**src/rtl/mces_pkg.sv**
```systemverilog
// ----------------------------------------------------------------------------
// mces_pkg: shared types and constants of the Morse element sequencer
// Holds the register index codes, reset durations and the Morse code table.
// ----------------------------------------------------------------------------
package mces_pkg;

  localparam int CHAR_WIDTH    = 8;
  localparam int DUR_WIDTH     = 16;
  localparam int CFG_IDX_WIDTH = 3;
  localparam int NUM_CFG_REGS  = 5;
  localparam int LEN_WIDTH     = 3;
  localparam int MAX_ELEMS     = 5;

  // Reset durations in milliseconds
  localparam int DOT_ON_RESET      = 150;
  localparam int DASH_ON_RESET     = 350;
  localparam int ELEM_GAP_RESET    = 150;
  localparam int SEP_ON_RESET      = 50;
  localparam int SEP_OFF_RESET     = 50;

  typedef enum logic [CFG_IDX_WIDTH-1:0] {
    CFG_DOT_ON   = 3'd0,
    CFG_DASH_ON  = 3'd1,
    CFG_ELEM_GAP = 3'd2,
    CFG_SEP_ON   = 3'd3,
    CFG_SEP_OFF  = 3'd4
  } cfg_idx_e;

  // Element count and element bits; first element in bit 0, 1 means dash
  typedef struct packed {
    logic [LEN_WIDTH-1:0] len;
    logic [MAX_ELEMS-1:0] bits;
  } morse_code_t;

  localparam morse_code_t LETTER_CODE [26] = '{
    '{3'd2, 5'h02}, '{3'd4, 5'h01}, '{3'd4, 5'h05}, '{3'd3, 5'h01}, // A B C D
    '{3'd1, 5'h00}, '{3'd4, 5'h04}, '{3'd3, 5'h03}, '{3'd4, 5'h00}, // E F G H
    '{3'd2, 5'h00}, '{3'd4, 5'h0E}, '{3'd3, 5'h05}, '{3'd4, 5'h02}, // I J K L
    '{3'd2, 5'h03}, '{3'd2, 5'h01}, '{3'd3, 5'h07}, '{3'd4, 5'h06}, // M N O P
    '{3'd4, 5'h0B}, '{3'd3, 5'h02}, '{3'd3, 5'h00}, '{3'd1, 5'h01}, // Q R S T
    '{3'd3, 5'h04}, '{3'd4, 5'h08}, '{3'd3, 5'h06}, '{3'd4, 5'h09}, // U V W X
    '{3'd4, 5'h0D}, '{3'd4, 5'h03}                                  // Y Z
  };

  localparam morse_code_t DIGIT_CODE [10] = '{
    '{3'd5, 5'h1F}, '{3'd5, 5'h1E}, '{3'd5, 5'h1C}, '{3'd5, 5'h18},
    '{3'd5, 5'h10}, '{3'd5, 5'h00}, '{3'd5, 5'h01}, '{3'd5, 5'h03},
    '{3'd5, 5'h07}, '{3'd5, 5'h0F}
  };

  // Fold lower case, then look up letters and digits; anything else is empty
  function automatic morse_code_t morse_lookup(logic [CHAR_WIDTH-1:0] code);
    logic [CHAR_WIDTH-1:0] ch;
    logic [CHAR_WIDTH-1:0] ofs;
    morse_code_t           res;
    ch  = code;
    res = '0;
    if (ch >= 8'h61 && ch <= 8'h7A) begin
      ch = ch - 8'h20;
    end
    if (ch >= 8'h41 && ch <= 8'h5A) begin
      ofs = ch - 8'h41;
      res = LETTER_CODE[ofs[4:0]];
    end else if (ch >= 8'h30 && ch <= 8'h39) begin
      ofs = ch - 8'h30;
      res = DIGIT_CODE[ofs[3:0]];
    end
    return res;
  endfunction

endpackage

```
**src/rtl/morse_code_element_sequencer.sv**
```systemverilog
// ----------------------------------------------------------------------------
// morse_code_element_sequencer: Morse character to lamp segment sequencer
// Looks up each character and shifts its elements out one segment a cycle while not stalled.
// ----------------------------------------------------------------------------
// Flow: an accepted character is registered into the code shift register, then
//   its segments enter the output register one per cycle while not stalled.
//   No new character is taken until its last segment is loaded; one
//   element bit leaves the code shift register every two segments.
// Reset: sequencer idle, output empty, durations at their reset values.
module morse_code_element_sequencer import mces_pkg::*; #(
  parameter int TIME_WIDTH = 16
) (
  input  logic                      clk_i,
  input  logic                      rst_ni,
  input  logic                      cfg_we_i,
  input  logic [CFG_IDX_WIDTH-1:0]  cfg_addr_i,
  input  logic [TIME_WIDTH-1:0]     cfg_wdata_i,
  input  logic                      in_valid_i,
  output logic                      in_stall_o,
  input  logic [CHAR_WIDTH-1:0]     char_code_i,
  output logic                      out_valid_o,
  input  logic                      out_stall_i,
  output logic                      main_lamp_o,
  output logic                      sep_lamp_o,
  output logic [DUR_WIDTH-1:0]      duration_o,
  output logic                      last_o
);

  typedef enum logic [2:0] {
    ST_IDLE,
    ST_ELEM_ON,
    ST_ELEM_GAP,
    ST_SEP_ON,
    ST_SEP_OFF
  } state_e;

  logic [NUM_CFG_REGS-1:0][TIME_WIDTH-1:0] cfg;
  morse_code_t                             lookup;
  state_e                                  state_q;
  logic [MAX_ELEMS-1:0]                    code_q;
  logic [LEN_WIDTH-1:0]                    cnt_q;
  logic                                    out_valid_q;
  logic                                    main_q;
  logic                                    sep_q;
  logic [DUR_WIDTH-1:0]                    dur_q;
  logic                                    last_q;
  logic                                    load_en;
  logic                                    in_accept;

  mces_cfg_regs #(
    .TIME_WIDTH (TIME_WIDTH)
  ) u_cfg_regs (
    .clk_i       (clk_i),
    .rst_ni      (rst_ni),
    .cfg_we_i    (cfg_we_i),
    .cfg_addr_i  (cfg_addr_i),
    .cfg_wdata_i (cfg_wdata_i),
    .cfg_o       (cfg)
  );

  assign lookup     = morse_lookup(char_code_i);
  assign in_stall_o = (state_q != ST_IDLE);
  assign in_accept  = in_valid_i && !in_stall_o;
  // Output register can take a segment when empty or being drained
  assign load_en    = !out_valid_q || !out_stall_i;

  // Sequence segments into the output register
  always_ff @(posedge clk_i or negedge rst_ni) begin
    if (!rst_ni) begin
      state_q     <= ST_IDLE;
      out_valid_q <= 1'b0;
      cnt_q       <= '0;
      code_q      <= '0;
      main_q      <= 1'b0;
      sep_q       <= 1'b0;
      dur_q       <= '0;
      last_q      <= 1'b0;
    end else begin
      if (out_valid_q && !out_stall_i) begin
        out_valid_q <= 1'b0;
      end
      unique case (state_q)
        ST_IDLE: begin
          if (in_accept) begin
            code_q  <= lookup.bits;
            cnt_q   <= lookup.len;
            state_q <= (lookup.len != '0) ? ST_ELEM_ON : ST_SEP_ON;
          end
        end
        ST_ELEM_ON: begin
          if (load_en) begin
            out_valid_q <= 1'b1;
            main_q      <= 1'b1;
            sep_q       <= 1'b0;
            last_q      <= 1'b0;
            dur_q       <= code_q[0] ? DUR_WIDTH'(cfg[CFG_DASH_ON])
                                     : DUR_WIDTH'(cfg[CFG_DOT_ON]);
            state_q     <= ST_ELEM_GAP;
          end
        end
        ST_ELEM_GAP: begin
          if (load_en) begin
            out_valid_q <= 1'b1;
            main_q      <= 1'b0;
            sep_q       <= 1'b0;
            last_q      <= 1'b0;
            dur_q       <= DUR_WIDTH'(cfg[CFG_ELEM_GAP]);
            // advance to the next element bit
            code_q      <= code_q >> 1;
            cnt_q       <= cnt_q - LEN_WIDTH'(1);
            state_q     <= (cnt_q == LEN_WIDTH'(1)) ? ST_SEP_ON : ST_ELEM_ON;
          end
        end
        ST_SEP_ON: begin
          if (load_en) begin
            out_valid_q <= 1'b1;
            main_q      <= 1'b0;
            sep_q       <= 1'b1;
            last_q      <= 1'b0;
            dur_q       <= DUR_WIDTH'(cfg[CFG_SEP_ON]);
            state_q     <= ST_SEP_OFF;
          end
        end
        ST_SEP_OFF: begin
          if (load_en) begin
            out_valid_q <= 1'b1;
            main_q      <= 1'b0;
            sep_q       <= 1'b0;
            last_q      <= 1'b1;
            dur_q       <= DUR_WIDTH'(cfg[CFG_SEP_OFF]);
            state_q     <= ST_IDLE;
          end
        end
        default: state_q <= ST_IDLE;
      endcase
    end
  end

  assign out_valid_o = out_valid_q;
  assign main_lamp_o = main_q;
  assign sep_lamp_o  = sep_q;
  assign duration_o  = dur_q;
  assign last_o      = last_q;

  // Element states always have elements left to send
  a_elem_cnt_nonzero: assert property (@(posedge clk_i) disable iff (!rst_ni)
    (state_q == ST_ELEM_ON || state_q == ST_ELEM_GAP) |->
      (cnt_q != '0 && cnt_q <= LEN_WIDTH'(MAX_ELEMS)))
    else $error("element state with bad element count");

  // A gap is only pending behind a main-lamp on segment
  a_gap_after_on: assert property (@(posedge clk_i) disable iff (!rst_ni)
    state_q == ST_ELEM_GAP |-> (out_valid_q && main_q))
    else $error("gap pending without main-lamp segment in output");

  // The off segment is only pending behind the separator pulse
  a_off_after_sep: assert property (@(posedge clk_i) disable iff (!rst_ni)
    state_q == ST_SEP_OFF |-> (out_valid_q && sep_q && !last_q))
    else $error("separator off pending without separator pulse in output");

  // An accepted character starts a sequence
  a_accept_starts: assert property (@(posedge clk_i) disable iff (!rst_ni)
    in_accept |=> (state_q != ST_IDLE))
    else $error("accepted character did not start sequencing");

endmodule

```
**src/rtl/mces_cfg_regs.sv**
```systemverilog
// ----------------------------------------------------------------------------
// mces_cfg_regs: duration register file
// Five write-only duration registers, decoded by index; unknown indexes drop.
// ----------------------------------------------------------------------------
module mces_cfg_regs import mces_pkg::*; #(
  parameter int TIME_WIDTH = 16
) (
  input  logic                                     clk_i,
  input  logic                                     rst_ni,
  input  logic                                     cfg_we_i,
  input  logic [CFG_IDX_WIDTH-1:0]                 cfg_addr_i,
  input  logic [TIME_WIDTH-1:0]                    cfg_wdata_i,
  output logic [NUM_CFG_REGS-1:0][TIME_WIDTH-1:0]  cfg_o
);

  logic [NUM_CFG_REGS-1:0][TIME_WIDTH-1:0] cfg_q;

  // Load reset durations, then take writes at known indexes
  always_ff @(posedge clk_i or negedge rst_ni) begin
    if (!rst_ni) begin
      cfg_q[CFG_DOT_ON]   <= TIME_WIDTH'(DOT_ON_RESET);
      cfg_q[CFG_DASH_ON]  <= TIME_WIDTH'(DASH_ON_RESET);
      cfg_q[CFG_ELEM_GAP] <= TIME_WIDTH'(ELEM_GAP_RESET);
      cfg_q[CFG_SEP_ON]   <= TIME_WIDTH'(SEP_ON_RESET);
      cfg_q[CFG_SEP_OFF]  <= TIME_WIDTH'(SEP_OFF_RESET);
    end else if (cfg_we_i) begin
      unique case (cfg_idx_e'(cfg_addr_i))
        CFG_DOT_ON:   cfg_q[CFG_DOT_ON]   <= cfg_wdata_i;
        CFG_DASH_ON:  cfg_q[CFG_DASH_ON]  <= cfg_wdata_i;
        CFG_ELEM_GAP: cfg_q[CFG_ELEM_GAP] <= cfg_wdata_i;
        CFG_SEP_ON:   cfg_q[CFG_SEP_ON]   <= cfg_wdata_i;
        CFG_SEP_OFF:  cfg_q[CFG_SEP_OFF]  <= cfg_wdata_i;
        default: ;
      endcase
    end
  end

  assign cfg_o = cfg_q;

endmodule
```
**config.mk**
```make
export PLATFORM = sky130hd
export DESIGN_NAME = morse_code_element_sequencer
export DESIGN_NICKNAME = d
export VERILOG_FILES = /design/src/rtl/mces_pkg.sv /design/src/rtl/morse_code_element_sequencer.sv /design/src/rtl/mces_cfg_regs.sv
export SDC_FILE = /design/constraint.sdc
export NUM_CORES = 1
export LEC_CHECK = 0
export ABC_AREA = 1
export BUFFER_PORTS_ARGS = -buffer_cell sky130_fd_sc_hd__buf_2
export CAP_MARGIN = 20
export CELL_PAD_IN_SITES_DETAIL_PLACEMENT = 2
export CELL_PAD_IN_SITES_GLOBAL_PLACEMENT = 2
export CORE_MARGIN = 5
export CORE_UTILIZATION = 36
export CTS_CLUSTER_SIZE = 16
export DETAILED_ROUTE_END_ITERATION = 10
export HOLD_SLACK_MARGIN = 0.06
export PLACE_DENSITY_LB_ADDON = 0.1
export SETUP_SLACK_MARGIN = 0.02
export SYNTH_ARGS = -nofsm -noshare
export SYNTH_HDL_FRONTEND = slang
export SYNTH_SLANG_ARGS = --single-unit
```
**constraint.sdc**
```tcl
create_clock -name clk_i -period 1.7 [get_ports clk_i]
set_input_delay 0 -clock clk_i [delete_from_list [all_inputs] [get_ports clk_i]]
set_output_delay 0 -clock clk_i [all_outputs]
set_load 0.1 [all_outputs]
```
==> results of run 1 <==
[synth_stat cells]
| cell type | n |
|---|---|
| dfrtp_1 | 91 |
| ha_1 | 10 |
| o21a_1 | 5 |
| nor3_1 | 4 |
| clkinv_1 | 1 |
| o32ai_1 | 2 |
| inv_2 | 2 |
| a31oi_1 | 2 |
| o211ai_1 | 8 |
| clkbuf_1 | 18 |
| nand2_4 | 2 |
| a21oi_1 | 12 |
| a22o_1 | 11 |
| mux2i_1 | 16 |
| buf_2 | 10 |
| nor2_2 | 4 |
| o21ai_0 | 108 |
| nand4_2 | 1 |
| inv_1 | 52 |
| a22oi_1 | 1 |
| o21ai_2 | 1 |
| and2_4 | 1 |
| and2_1 | 1 |
| o22ai_1 | 1 |
| nor2_1 | 33 |
| xnor2_1 | 1 |
| nand3_2 | 1 |
| o21ai_1 | 3 |
| o2111a_1 | 2 |
| xor2_4 | 1 |
| nand2_1 | 188 |
| nand2_2 | 4 |
| nor4_1 | 1 |
| dfstp_2 | 20 |
| a211oi_1 | 5 |
| buf_4 | 1 |
| nand4_1 | 2 |
| nand3_1 | 24 |
| nor2_4 | 1 |
[placed cells by master (no fill, tap or decap), drive strengths merged]
cell         netlist  routed
dlygate4sd3        0      19
o211ai             8       8
buf               11     113
mux2i             16      16
nand3             25      25
dfstp             20      20
nand2            194     194
nand4              3       3
o22ai              1       1
and2               2       2
a31oi              2       2
ha                10      10
clkbuf            18       9
nor2              38      38
inv               54      55
a211oi             5       5
nor3               4       4
o32ai              2       2
o21ai            112     112
o2111a             2       2
a22oi              1       1
a22o              11      11
xnor2              1       1
clkinvlp           0       5
xor2               1       1
o21a               5       5
a21oi             12      12
clkinv             1       2
dfrtp             91      91
nor4               1       1
[cell families (layout without fill, tap and decap cells)]
| group | Yosys count | after routing | synth area share [%] |
|---|---|---|---|
| simple gates | 267 | 267 | 20.22 |
| compound gates | 161 | 161 | 16.80 |
| flops | 111 | 111 | 51.07 |
| buf+inv | 84 | 203 | 6.042 |
| mux | 16 | 16 | 2.918 |
| fa+ha+maj | 10 | 10 | 2.280 |
| xor+xnor | 2 | 2 | 0.6613 |
[stage by stage]
stage / setup TNS (ns) / cells / instance area [sq um]
floorplan: -0.09446 / 651 / 5532
global placement: -0.7064 / 912 / 6365
detailed placement: -2.022 / 912 / 6365
CTS: 0 / 951 / 6959
global route: -0.6559 / 958 / 7131
finish: -0.009055 / 958 / 7131
[worst reg2reg max path: stages (launching register included)]
cell and delay [ns]:
dfrtp_1 0.43, nor2_2 0.19, nand2_2 0.12, inv_2 0.12
nand2_2 0.06, nand2_2 0.09, clkinvlp_4 0.18, buf_6 0.19
a22o_1 0.21
[metal layers]
metal | wire length, um | vias up | part of all wire (%) | global-route usage (%)
met5 | 0 | - | 0 | 0
li1 | - | 2371 | - | -
met3 | 462 | 14 | 2.5 | 2.795
met1 | 7966 | 2543 | 43 | 26.05
met4 | 225 | 0 | 1.2 | 5.943
met2 | 9787 | 65 | 53 | 39.02
[worst paths after layout]
check | endpoint | slack [ns] | depth (start not counted)
worst max-delay path | code_q[4] | -0.009 | 8
worst min-delay path | u_cfg_regs.cfg_o[66] | 0.11 | 2
max in group asynchronous | u_cfg_regs.cfg_o[7] | 0.93 | 3
min in group clk_i | u_cfg_regs.cfg_o[18] | 0.15 | 4
worst min register to register | duration_o[10] | 0.48 | 2
worst max register to register | code_q[4] | -0.009 | 8
[flip-flops by register name, summed over array words and instances (netlist names)]
name	flops
main_lamp_o	1
out_valid_o	1
duration_o	16
cnt_q	3
last_o	1
code_q	5
u_cfg_regs.cfg_o	80
state_q	3
sep_lamp_o	1
[what timing repair did]
item                       in CTS  in global routing
pin swaps                       3                 23
setup endpoints to repair      18                 27
hold buffers                   19                  0
gates resized for setup        14                 46
hold endpoints to repair      183                  0
setup buffers                   5                  8
[layout make-up]
cell class	instances	area, sq um	share of cell area [%]
Tap cell	188	235.2	3.299
Inverter	55	230.2	3.229
Multi-Input combinational cell	456	2497	35.02
Timing Repair Buffer	132	1064	14.91
Clock buffer	9	225.2	3.158
Sequential cell	111	2805	39.34
Clock inverter	7	73.82	1.035
[power by group]
part	leakage, nW	switching, mW	internal (mW)	total [mW]
logic	1.94	4.08	2.10	6.19
clock network	0.148	1.12	1.05	2.17
registers	1.36	0.438	3.38	3.81
==> flow_summary.ini, run 1 <==
[status]
outcome = finished with violations
violations = setup timing

[job]
max-cap-violations = 0

[critical_path]
crit_path_cell_trace = nor2_2 > nand2_2 > inv_2 > nand2_2 > nand2_2 > clkinvlp_4 > buf_6 > a22o_1
path_class = flop to flop
cpPeakStageDelay_ns = 0.43
crit_top_cell = nand2_2
cp-end-kind = flop
cp_slowest_cell = dfrtp_1
worstSetupStartpointType = flop
cp_max_fo = 7
path_buf_inv = 3
critPathLaunch = state_q[2]
arrival_ns = 1.96
path_delay_family = buffers and inverters
cp_data_required_time_ns = 1.95
rr_startpoint = state_q[2]

[sta]
tightest_slew_ns = 0.4951
max_slew_margin_pct = 67.22
setup_violations = 1
slew_viol_final = 0
hold_viol_final = 0
clock_skew_ns = 0.01171
finalWorstSetupSlack_ns = -0.009055
max_freq_mhz = 585.1
rsz0062_at_grt = true
post-route-period-util_pct = 100.5
finalCriticalPeriod_ns = 1.709
hold_ws_ns = 0.1095

[synth]
yosysWarnings = 0
postSynthRegisterBits = 111
synth_nets = 693
postSynthCellCount = 651
synth_cell_types = 39
synthTopCellsByArea = dfrtp_1 (41%), nand2_1 (13%), o21ai_0 (9.8%)
yosysTopAreaCell = dfrtp_1
ys_seq_area_share_pct = 51.07
synth_top_area_share_pct = 41.50
syn_avg_cell_area_sq_um = 8.430
syn_area_sq_um = 5488

[routing]
first_iter_violations = 146
drc = 0
routed_via_density = 5.212
drt_wl_total_um = 18440
wire_per_inst_um = 19.25
ant_nets = 0
vias = 4993
firstDrtPassIters = 4

[placement]
place_ws_ns = -0.2797
io_buffers = 52
hpwlAfterDp_um = 12430
gp_congestion = 0.8006

[cells_and_area]
layout-drive-gt1-share_pct = 26.88
fillCellCount = 1660
synthToLayoutAreaGrowth_pct = 29.94
nets = 807
final_util_pct = 47.26
diodes = 0

[die]
num_rows = 45
start_util_pct = 36.37
core-area_sq_um = 15090
design.portCount = 53
dieWidth_um = 133.5
die_y_um = 133.5
die_area_sq_um = 17810

[power]
peakVddDrop_mv = 0.7624
power_mw = 12.17
power_density_nw_per_um2 = 1707
power.leakage_nw = 3.444

[clocking]
root_buffer = clkbuf_16
cts_buffers = 9
cts_tree = done
clkLatencyLatePin_ns = 0.37
cts.htree.levels = 3
clock-sinks = 111
cts.clk_slew.worst_paths_ns = 0.08
clk_path_buf_depth = 2

[global_routing]
grt_pass1_vias = 5644
grt_first_pass_wirelength_um = 29970
grt_max_degree = 49
grtUsageTotal_pct = 21.22
overflow = 0
grt_antenna_before_repair = 0

[hold_path]
hp-class = input pin to asynchronous set/reset pin
(Power assumes the default switching activity.)
==> run 2: changes to the inputs <==
- CORE_ASPECT_RATIO: not set -> 0.8
- CORE_UTILIZATION: 36 -> 35
- SYNTH_HIERARCHICAL: not set -> 1
==> run 2 against run 1 <==
Against the previous run: the run still ends with setup timing left; hold slack lost 0.051 ns; synthesized cell count increased by 14%; utilization fell by 1.9 points; first-iteration DRC count grew 100%; worst setup slack got worse by 0.021 ns; largest power group unchanged; highest routed layer unchanged.
==> flow_summary.ini, run 2 <==
[status]
outcome = finished with violations
violations = setup timing

[power]
power.leakage_nw = 3.736
internal_power_mw = 6.467
p_clk_share_pct = 16.7
comb_power_share_pct = 52.9
power_density_nw_per_um2 = 1688
p_sw_mw = 6.163
peakVddDrop_mv = 0.6035
sequentialPowerShare_pct = 30.4
p_sw_share_pct = 48.80

[die]
num_rows = 42
die_y_um = 125.9
design.portCount = 53
dieWidth_um = 154.9
core-area_sq_um = 16500
die_area_sq_um = 19510
start_util_pct = 35.64

[job]
max-cap-violations = 0

[placement]
place_ws_ns = -0.2740
hpwlAfterDp_um = 14970
placement.cell_area_sq_um = 6680
gp_congestion = 0.8415
io_buffers = 52

[critical_path]
r2r_cells = 11
cp_num_cells = 11
path_class = flop to flop
crit_path_cell_trace = nor2_4 > nand2_2 > inv_2 > nor2_4 > inv_2 > nor2_4 > o22a_4 > nand2_8 > a21oi_2 > o21ai_1 > o21ai_1
rr_startpoint = state_q[0]
cp_max_fo = 5
r2r_end = cnt_q[2]
cp_slowest_cell = dfrtp_2
arrival_ns = 2.02
cpPeakStageDelay_ns = 0.46
path_buf_inv = 2
path_delay_family = compound AO/OA/AOI/OAI gates
cp_data_required_time_ns = 1.99
worstSetupStartpointType = flop
cp-end-kind = flop
rrSetupSlack_ns = -0.03
crit_top_cell = nor2_4
critPathLaunch = state_q[0]

[synth]
yosys-top-cells-count = nand2_1 (309), dfrtp_1 (91), nand3_1 (82)
yosysTopAreaCell = dfrtp_1
synth-edff-count = 0
postSynthRegisterBits = 111
postSynthCellCount = 741
synthArstFlopShare_pct = 100.0
yosysWarnings = 6
synth_nets = 783
synth_most_common_cell = nand2_1
ys_seq_area_share_pct = 47.66
synth_flop_cell = dfrtp_1
synth_top_area_share_pct = 38.72
syn_avg_cell_area_sq_um = 7.936
synthTopCellsByArea = dfrtp_1 (39%), nand2_1 (20%), dfstp_2 (8.9%)
syn_area_sq_um = 5881
synth_cell_types = 43

[cells_and_area]
largest_reg_flops = 80
synthToLayoutAreaGrowth_pct = 27.28
diodes = 0
final_cell_mix = nand2_1 (307), dfrtp_1 (87), nand3_1 (82)
layout-drive-gt1-share_pct = 26.71
nets = 898
fin_area_sq_um = 7485
layout_commonest_cell = nand2_1

[clocking]
cts_tree = done
root_buffer = clkbuf_16
clock-sinks = 111
cts_buffers = 9
clk_path_buf_depth = 2
cts.htree.levels = 3
cts.clk_slew.worst_paths_ns = 0.07
clkLatencyLatePin_ns = 0.36

[sta]
slew_viol_final = 0
tightest_slew_ns = 0.6388
setup_violations = 4
hold_viol_final = 0
hold_ws_ns = 0.05888
max_freq_mhz = 578.0
max_slew_margin_pct = 57.31
finalWorstSetupSlack_ns = -0.03016
rsz0062_at_grt = true
fin_setup_tns_ns = -0.07520
post-route-period-util_pct = 101.8
clock_skew_ns = 0.007748
finalCriticalPeriod_ns = 1.730

[hold_path]
hp-class = input pin to asynchronous set/reset pin

[routing]
vias = 5682
wire_per_inst_um = 21.42
first_iter_violations = 298
drt_wl_total_um = 23160
drc = 0
firstDrtPassIters = 4
ant_nets = 0
routed_via_density = 5.256

[global_routing]
grtUsageTotal_pct = 22.91
grt_max_degree = 72
grt_antenna_before_repair = 0
grt_first_pass_wirelength_um = 35360
grt_pass1_vias = 6280
overflow = 0
run 2: changes by cell type after synthesis, sizes merged, moves of 9 or more:
cell and change:
nand3 +58, o2111ai +12, buf +14, o21ai -86, nand2 +124, inv -9, clkbuf -12
run 2: final cells by class:
cell class	instances	area (sq um)
Clock buffer	11	242.7
Clock inverter	5	42.54
Fill cell	1867	9016
Inverter	46	177.7
Multi-Input combinational cell	554	2913
Sequential cell	111	2808
Tap cell	220	275.3
Timing Repair Buffer	134	1026
run 2: timing repair:
action / 4_1_cts / 5_1_grt
pin swaps: 0 / 10
hold buffers: 19 / 0
endpoints found under the setup margin: 28 / 26
resized for setup: 15 / 44
hold endpoints to repair: 173 / 0
setup buffers: 3 / 9
gates cloned: 1 / 1
run 2: layer usage:
metal	up-vias	GRT usage, %	wire, um
li1	2656	-	-
met1	2903	32.03	10700
met2	103	38.18	11240
met3	20	3.875	1015
met4	0	3.583	210
met5	-	0	0
run 2: worst max path at each step:
| stage | slack, ns | end |
|---|---|---|
| after CTS | 0.002 | code_q[3] |
| after floorplan | -0.30 | code_q[1] |
| after detailed placement | -0.27 | code_q[4] |
| after global placement | -0.22 | code_q[4] |
| final | -0.03 | cnt_q[2] |
| after global routing | -0.12 | code_q[3] |
run 2: per-stage QoR:
stage	instances	utilization (%)	total power, mW
global placement	1032	40.48	9.283
finish	1081	45.36	12.63
floorplan	741	-	7.554
global route	1081	45.36	13.31
CTS	1071	43.77	11.92
detailed placement	1032	40.48	9.544
run 2: cells by family after synthesis:
logic type / count (synthesis) / share of synthesized area [%]
xor+xnor: 2 / 0.6171
simple gates: 452 / 32.81
fa+ha+maj: 10 / 2.128
compound gates: 80 / 9.000
buf+inv: 77 / 6.255
flops: 111 / 47.66
mux: 9 / 1.532
run 2: power groups by stage:
stage / registers (mW) / logic [mW] / clock network [mW]
after floorplan: 5.23 / 2.33 / 0
final: 3.84 / 6.68 / 2.11
after global placement: 3.81 / 5.48 / 0
after detailed placement: 3.87 / 5.68 / 0
after CTS: 3.82 / 5.96 / 2.14
after global routing: 3.93 / 7.12 / 2.26
==> run 3: changes to the inputs <==
- BUFFER_PORTS_ARGS: -buffer_cell sky130_fd_sc_hd__buf_2 -> -buffer_cell sky130_fd_sc_hd__clkbuf_2
==> run 3 against run 2 <==
Against the previous run: highest routed layer unchanged; cell area up 0.17%; sequential share of layout area decreased by 0.063 points; combinational power fell by 1%; clock skew down 0.0032 ns; the run still ends with setup timing left; utilization is 0.076 points higher; total power up 0.79%; critical path depth is 1 lower; clock power is 9.5% higher; cell count up 0.74%; worst setup slack got worse by 0.041 ns.
==> flow_summary.ini, run 3 (synthesis gave the netlist of run 2 again) <==
[status]
outcome = finished with violations
violations = setup timing

[cells_and_area]
synthToLayoutAreaGrowth_pct = 27.49
nets = 906
largest_reg_flops = 80
final_cell_mix = nand2_1 (309), dfrtp_1 (87), nand3_1 (82)
regArea_sq_um = 2808
layout_commonest_cell = nand2_1
fillCellCount = 1929
instances_no_fill = 1089
diodes = 0
multi_input_area_sq_um = 2846
layout-drive-gt1-share_pct = 26.24

[sta]
clock_skew_ns = 0.004522
max_freq_mhz = 564.6
max_slew_margin_pct = 56.84
rsz0062_at_grt = true
post-route-period-util_pct = 104.2
slew_viol_final = 0
finalCriticalPeriod_ns = 1.771
hold_viol_final = 0
fin_setup_tns_ns = -0.4140
tightest_slew_ns = 0.6458
hold_ws_ns = 0.08270
setup_violations = 9
finalWorstSetupSlack_ns = -0.07113

[clocking]
cts.htree.levels = 3
clk_path_buf_depth = 2
clkLatencyLatePin_ns = 0.36
cts_buffers = 9
root_buffer = clkbuf_16
cts_tree = done
cts.clk_slew.worst_paths_ns = 0.07
clock-sinks = 111

[critical_path]
arrival_ns = 2.00
cp_max_fo = 6
crit_path_cell_trace = nor2_2 > inv_1 > nor2_2 > inv_1 > o22a_2 > nand2_4 > buf_12 > nor2_4 > nand2_1 > o21ai_1
critPathLaunch = state_q[2]
path_class = flop to flop
worstSetupStartpointType = flop
cp_data_required_time_ns = 1.93
rr_startpoint = state_q[2]
cp_slowest_cell = dfrtp_2
cp-end-kind = flop
r2r_cells = 10
cpPeakStageDelay_ns = 0.50

[power]
p_sw_mw = 5.950
power.leakage_nw = 3.785
p_sw_share_pct = 46.74
sequentialPowerShare_pct = 30.1
p_clk_share_pct = 18.2
comb_power_share_pct = 51.7
peakVddDrop_mv = 0.6469
internal_power_mw = 6.780
power_density_nw_per_um2 = 1698

[global_routing]
overflow = 0
grt_first_pass_wirelength_um = 35640
grt_antenna_before_repair = 0
grt_pass1_vias = 6247
grtUsageTotal_pct = 23.33
grt_max_degree = 45

[routing]
first_iter_violations = 248
ant_nets = 0
drt_wl_total_um = 22320
drc = 0
firstDrtPassIters = 4
wire_per_inst_um = 20.50
routed_via_density = 5.145
vias = 5603

[die]
design.portCount = 53
num_rows = 42
start_util_pct = 35.64
dieWidth_um = 154.9
core-area_sq_um = 16500
die_area_sq_um = 19510
die_y_um = 125.9

[placement]
gp_congestion = 0.8282
hpwlAfterDp_um = 15230
place_inst = 1039
io_buffers = 52

[job]
max-cap-violations = 0

[hold_path]
holdPathStages = 4
min_from = char_code_i[7]
hp-class = input pin to flop
run 3: layer usage:
layer / wire length, um / global-route usage (%)
met1: 10330 / 32.38
met2: 10910 / 39.20
met3: 967 / 3.669
met4: 111 / 3.946
met5: 0 / 0
run 3: power by group through the flow:
| stage | clock, mW | combinational (mW) | sequential (mW) |
|---|---|---|---|
| global placement | 0 | 5.57 | 3.81 |
| finish | 2.31 | 6.58 | 3.83 |
| global route | 2.50 | 7.05 | 3.92 |
| CTS | 2.37 | 6.18 | 3.84 |
| floorplan | 0 | 2.33 | 5.23 |
| detailed placement | 0 | 5.75 | 3.86 |
run 3: worst paths after layout:
path                                        end  slack [ns]
setup / recovery                      code_q[0]       -0.07
hold / removal                        code_q[4]        0.08
setup reg to reg                      code_q[0]       -0.07
hold reg to reg            u_cfg_regs/cfg_o[33]        0.46
max in group asynchronous            state_q[1]        0.84
min in group asynchronous             code_q[3]        0.15
run 3: critical path: cells and delay by family (launching register included):
| kind | cells | cell delay, ns |
|---|---|---|
| buffers and inverters | 3 | 0.30 |
| AOI/OAI and AO/OA | 2 | 0.33 |
| DFF | 1 | 0.50 |
| and+or+nand+nor | 5 | 0.52 |
run 3: layout make-up:
type                       instances  share of cell area [%]
clock buffer                      10                   3.054
clock inverter                     6                   1.252
inverter                          46                   2.336
multi-input combinational        553                   37.97
sequential                       111                   37.45
tap                              220                   3.672
timing repair buffer             143                   14.27
run 3: what timing repair did:
action                                  in CTS  in global routing
resized for setup                           25                 22
buffers inserted                             8                  8
endpoints found under the setup margin      29                 30
pin swaps                                    6                 13
hold buffers                                18                  0
endpoints found under the hold margin      140                  0
run 3: stage by stage:
| step | instance area (sq um) | worst slack [ns] | power [mW] | utilization, % |
|---|---|---|---|---|
| after detailed placement | 6720 | -0.2265 | 9.611 | 40.73 |
| final | 7497 | -0.07113 | 12.73 | 45.44 |
| after CTS | 7357 | -0.005511 | 12.39 | 44.59 |
| after floorplan | 5894 | -0.3044 | 7.554 | - |
| after global placement | 6720 | -0.1362 | 9.380 | 40.73 |
| after global routing | 7497 | -0.1781 | 13.47 | 45.44 |
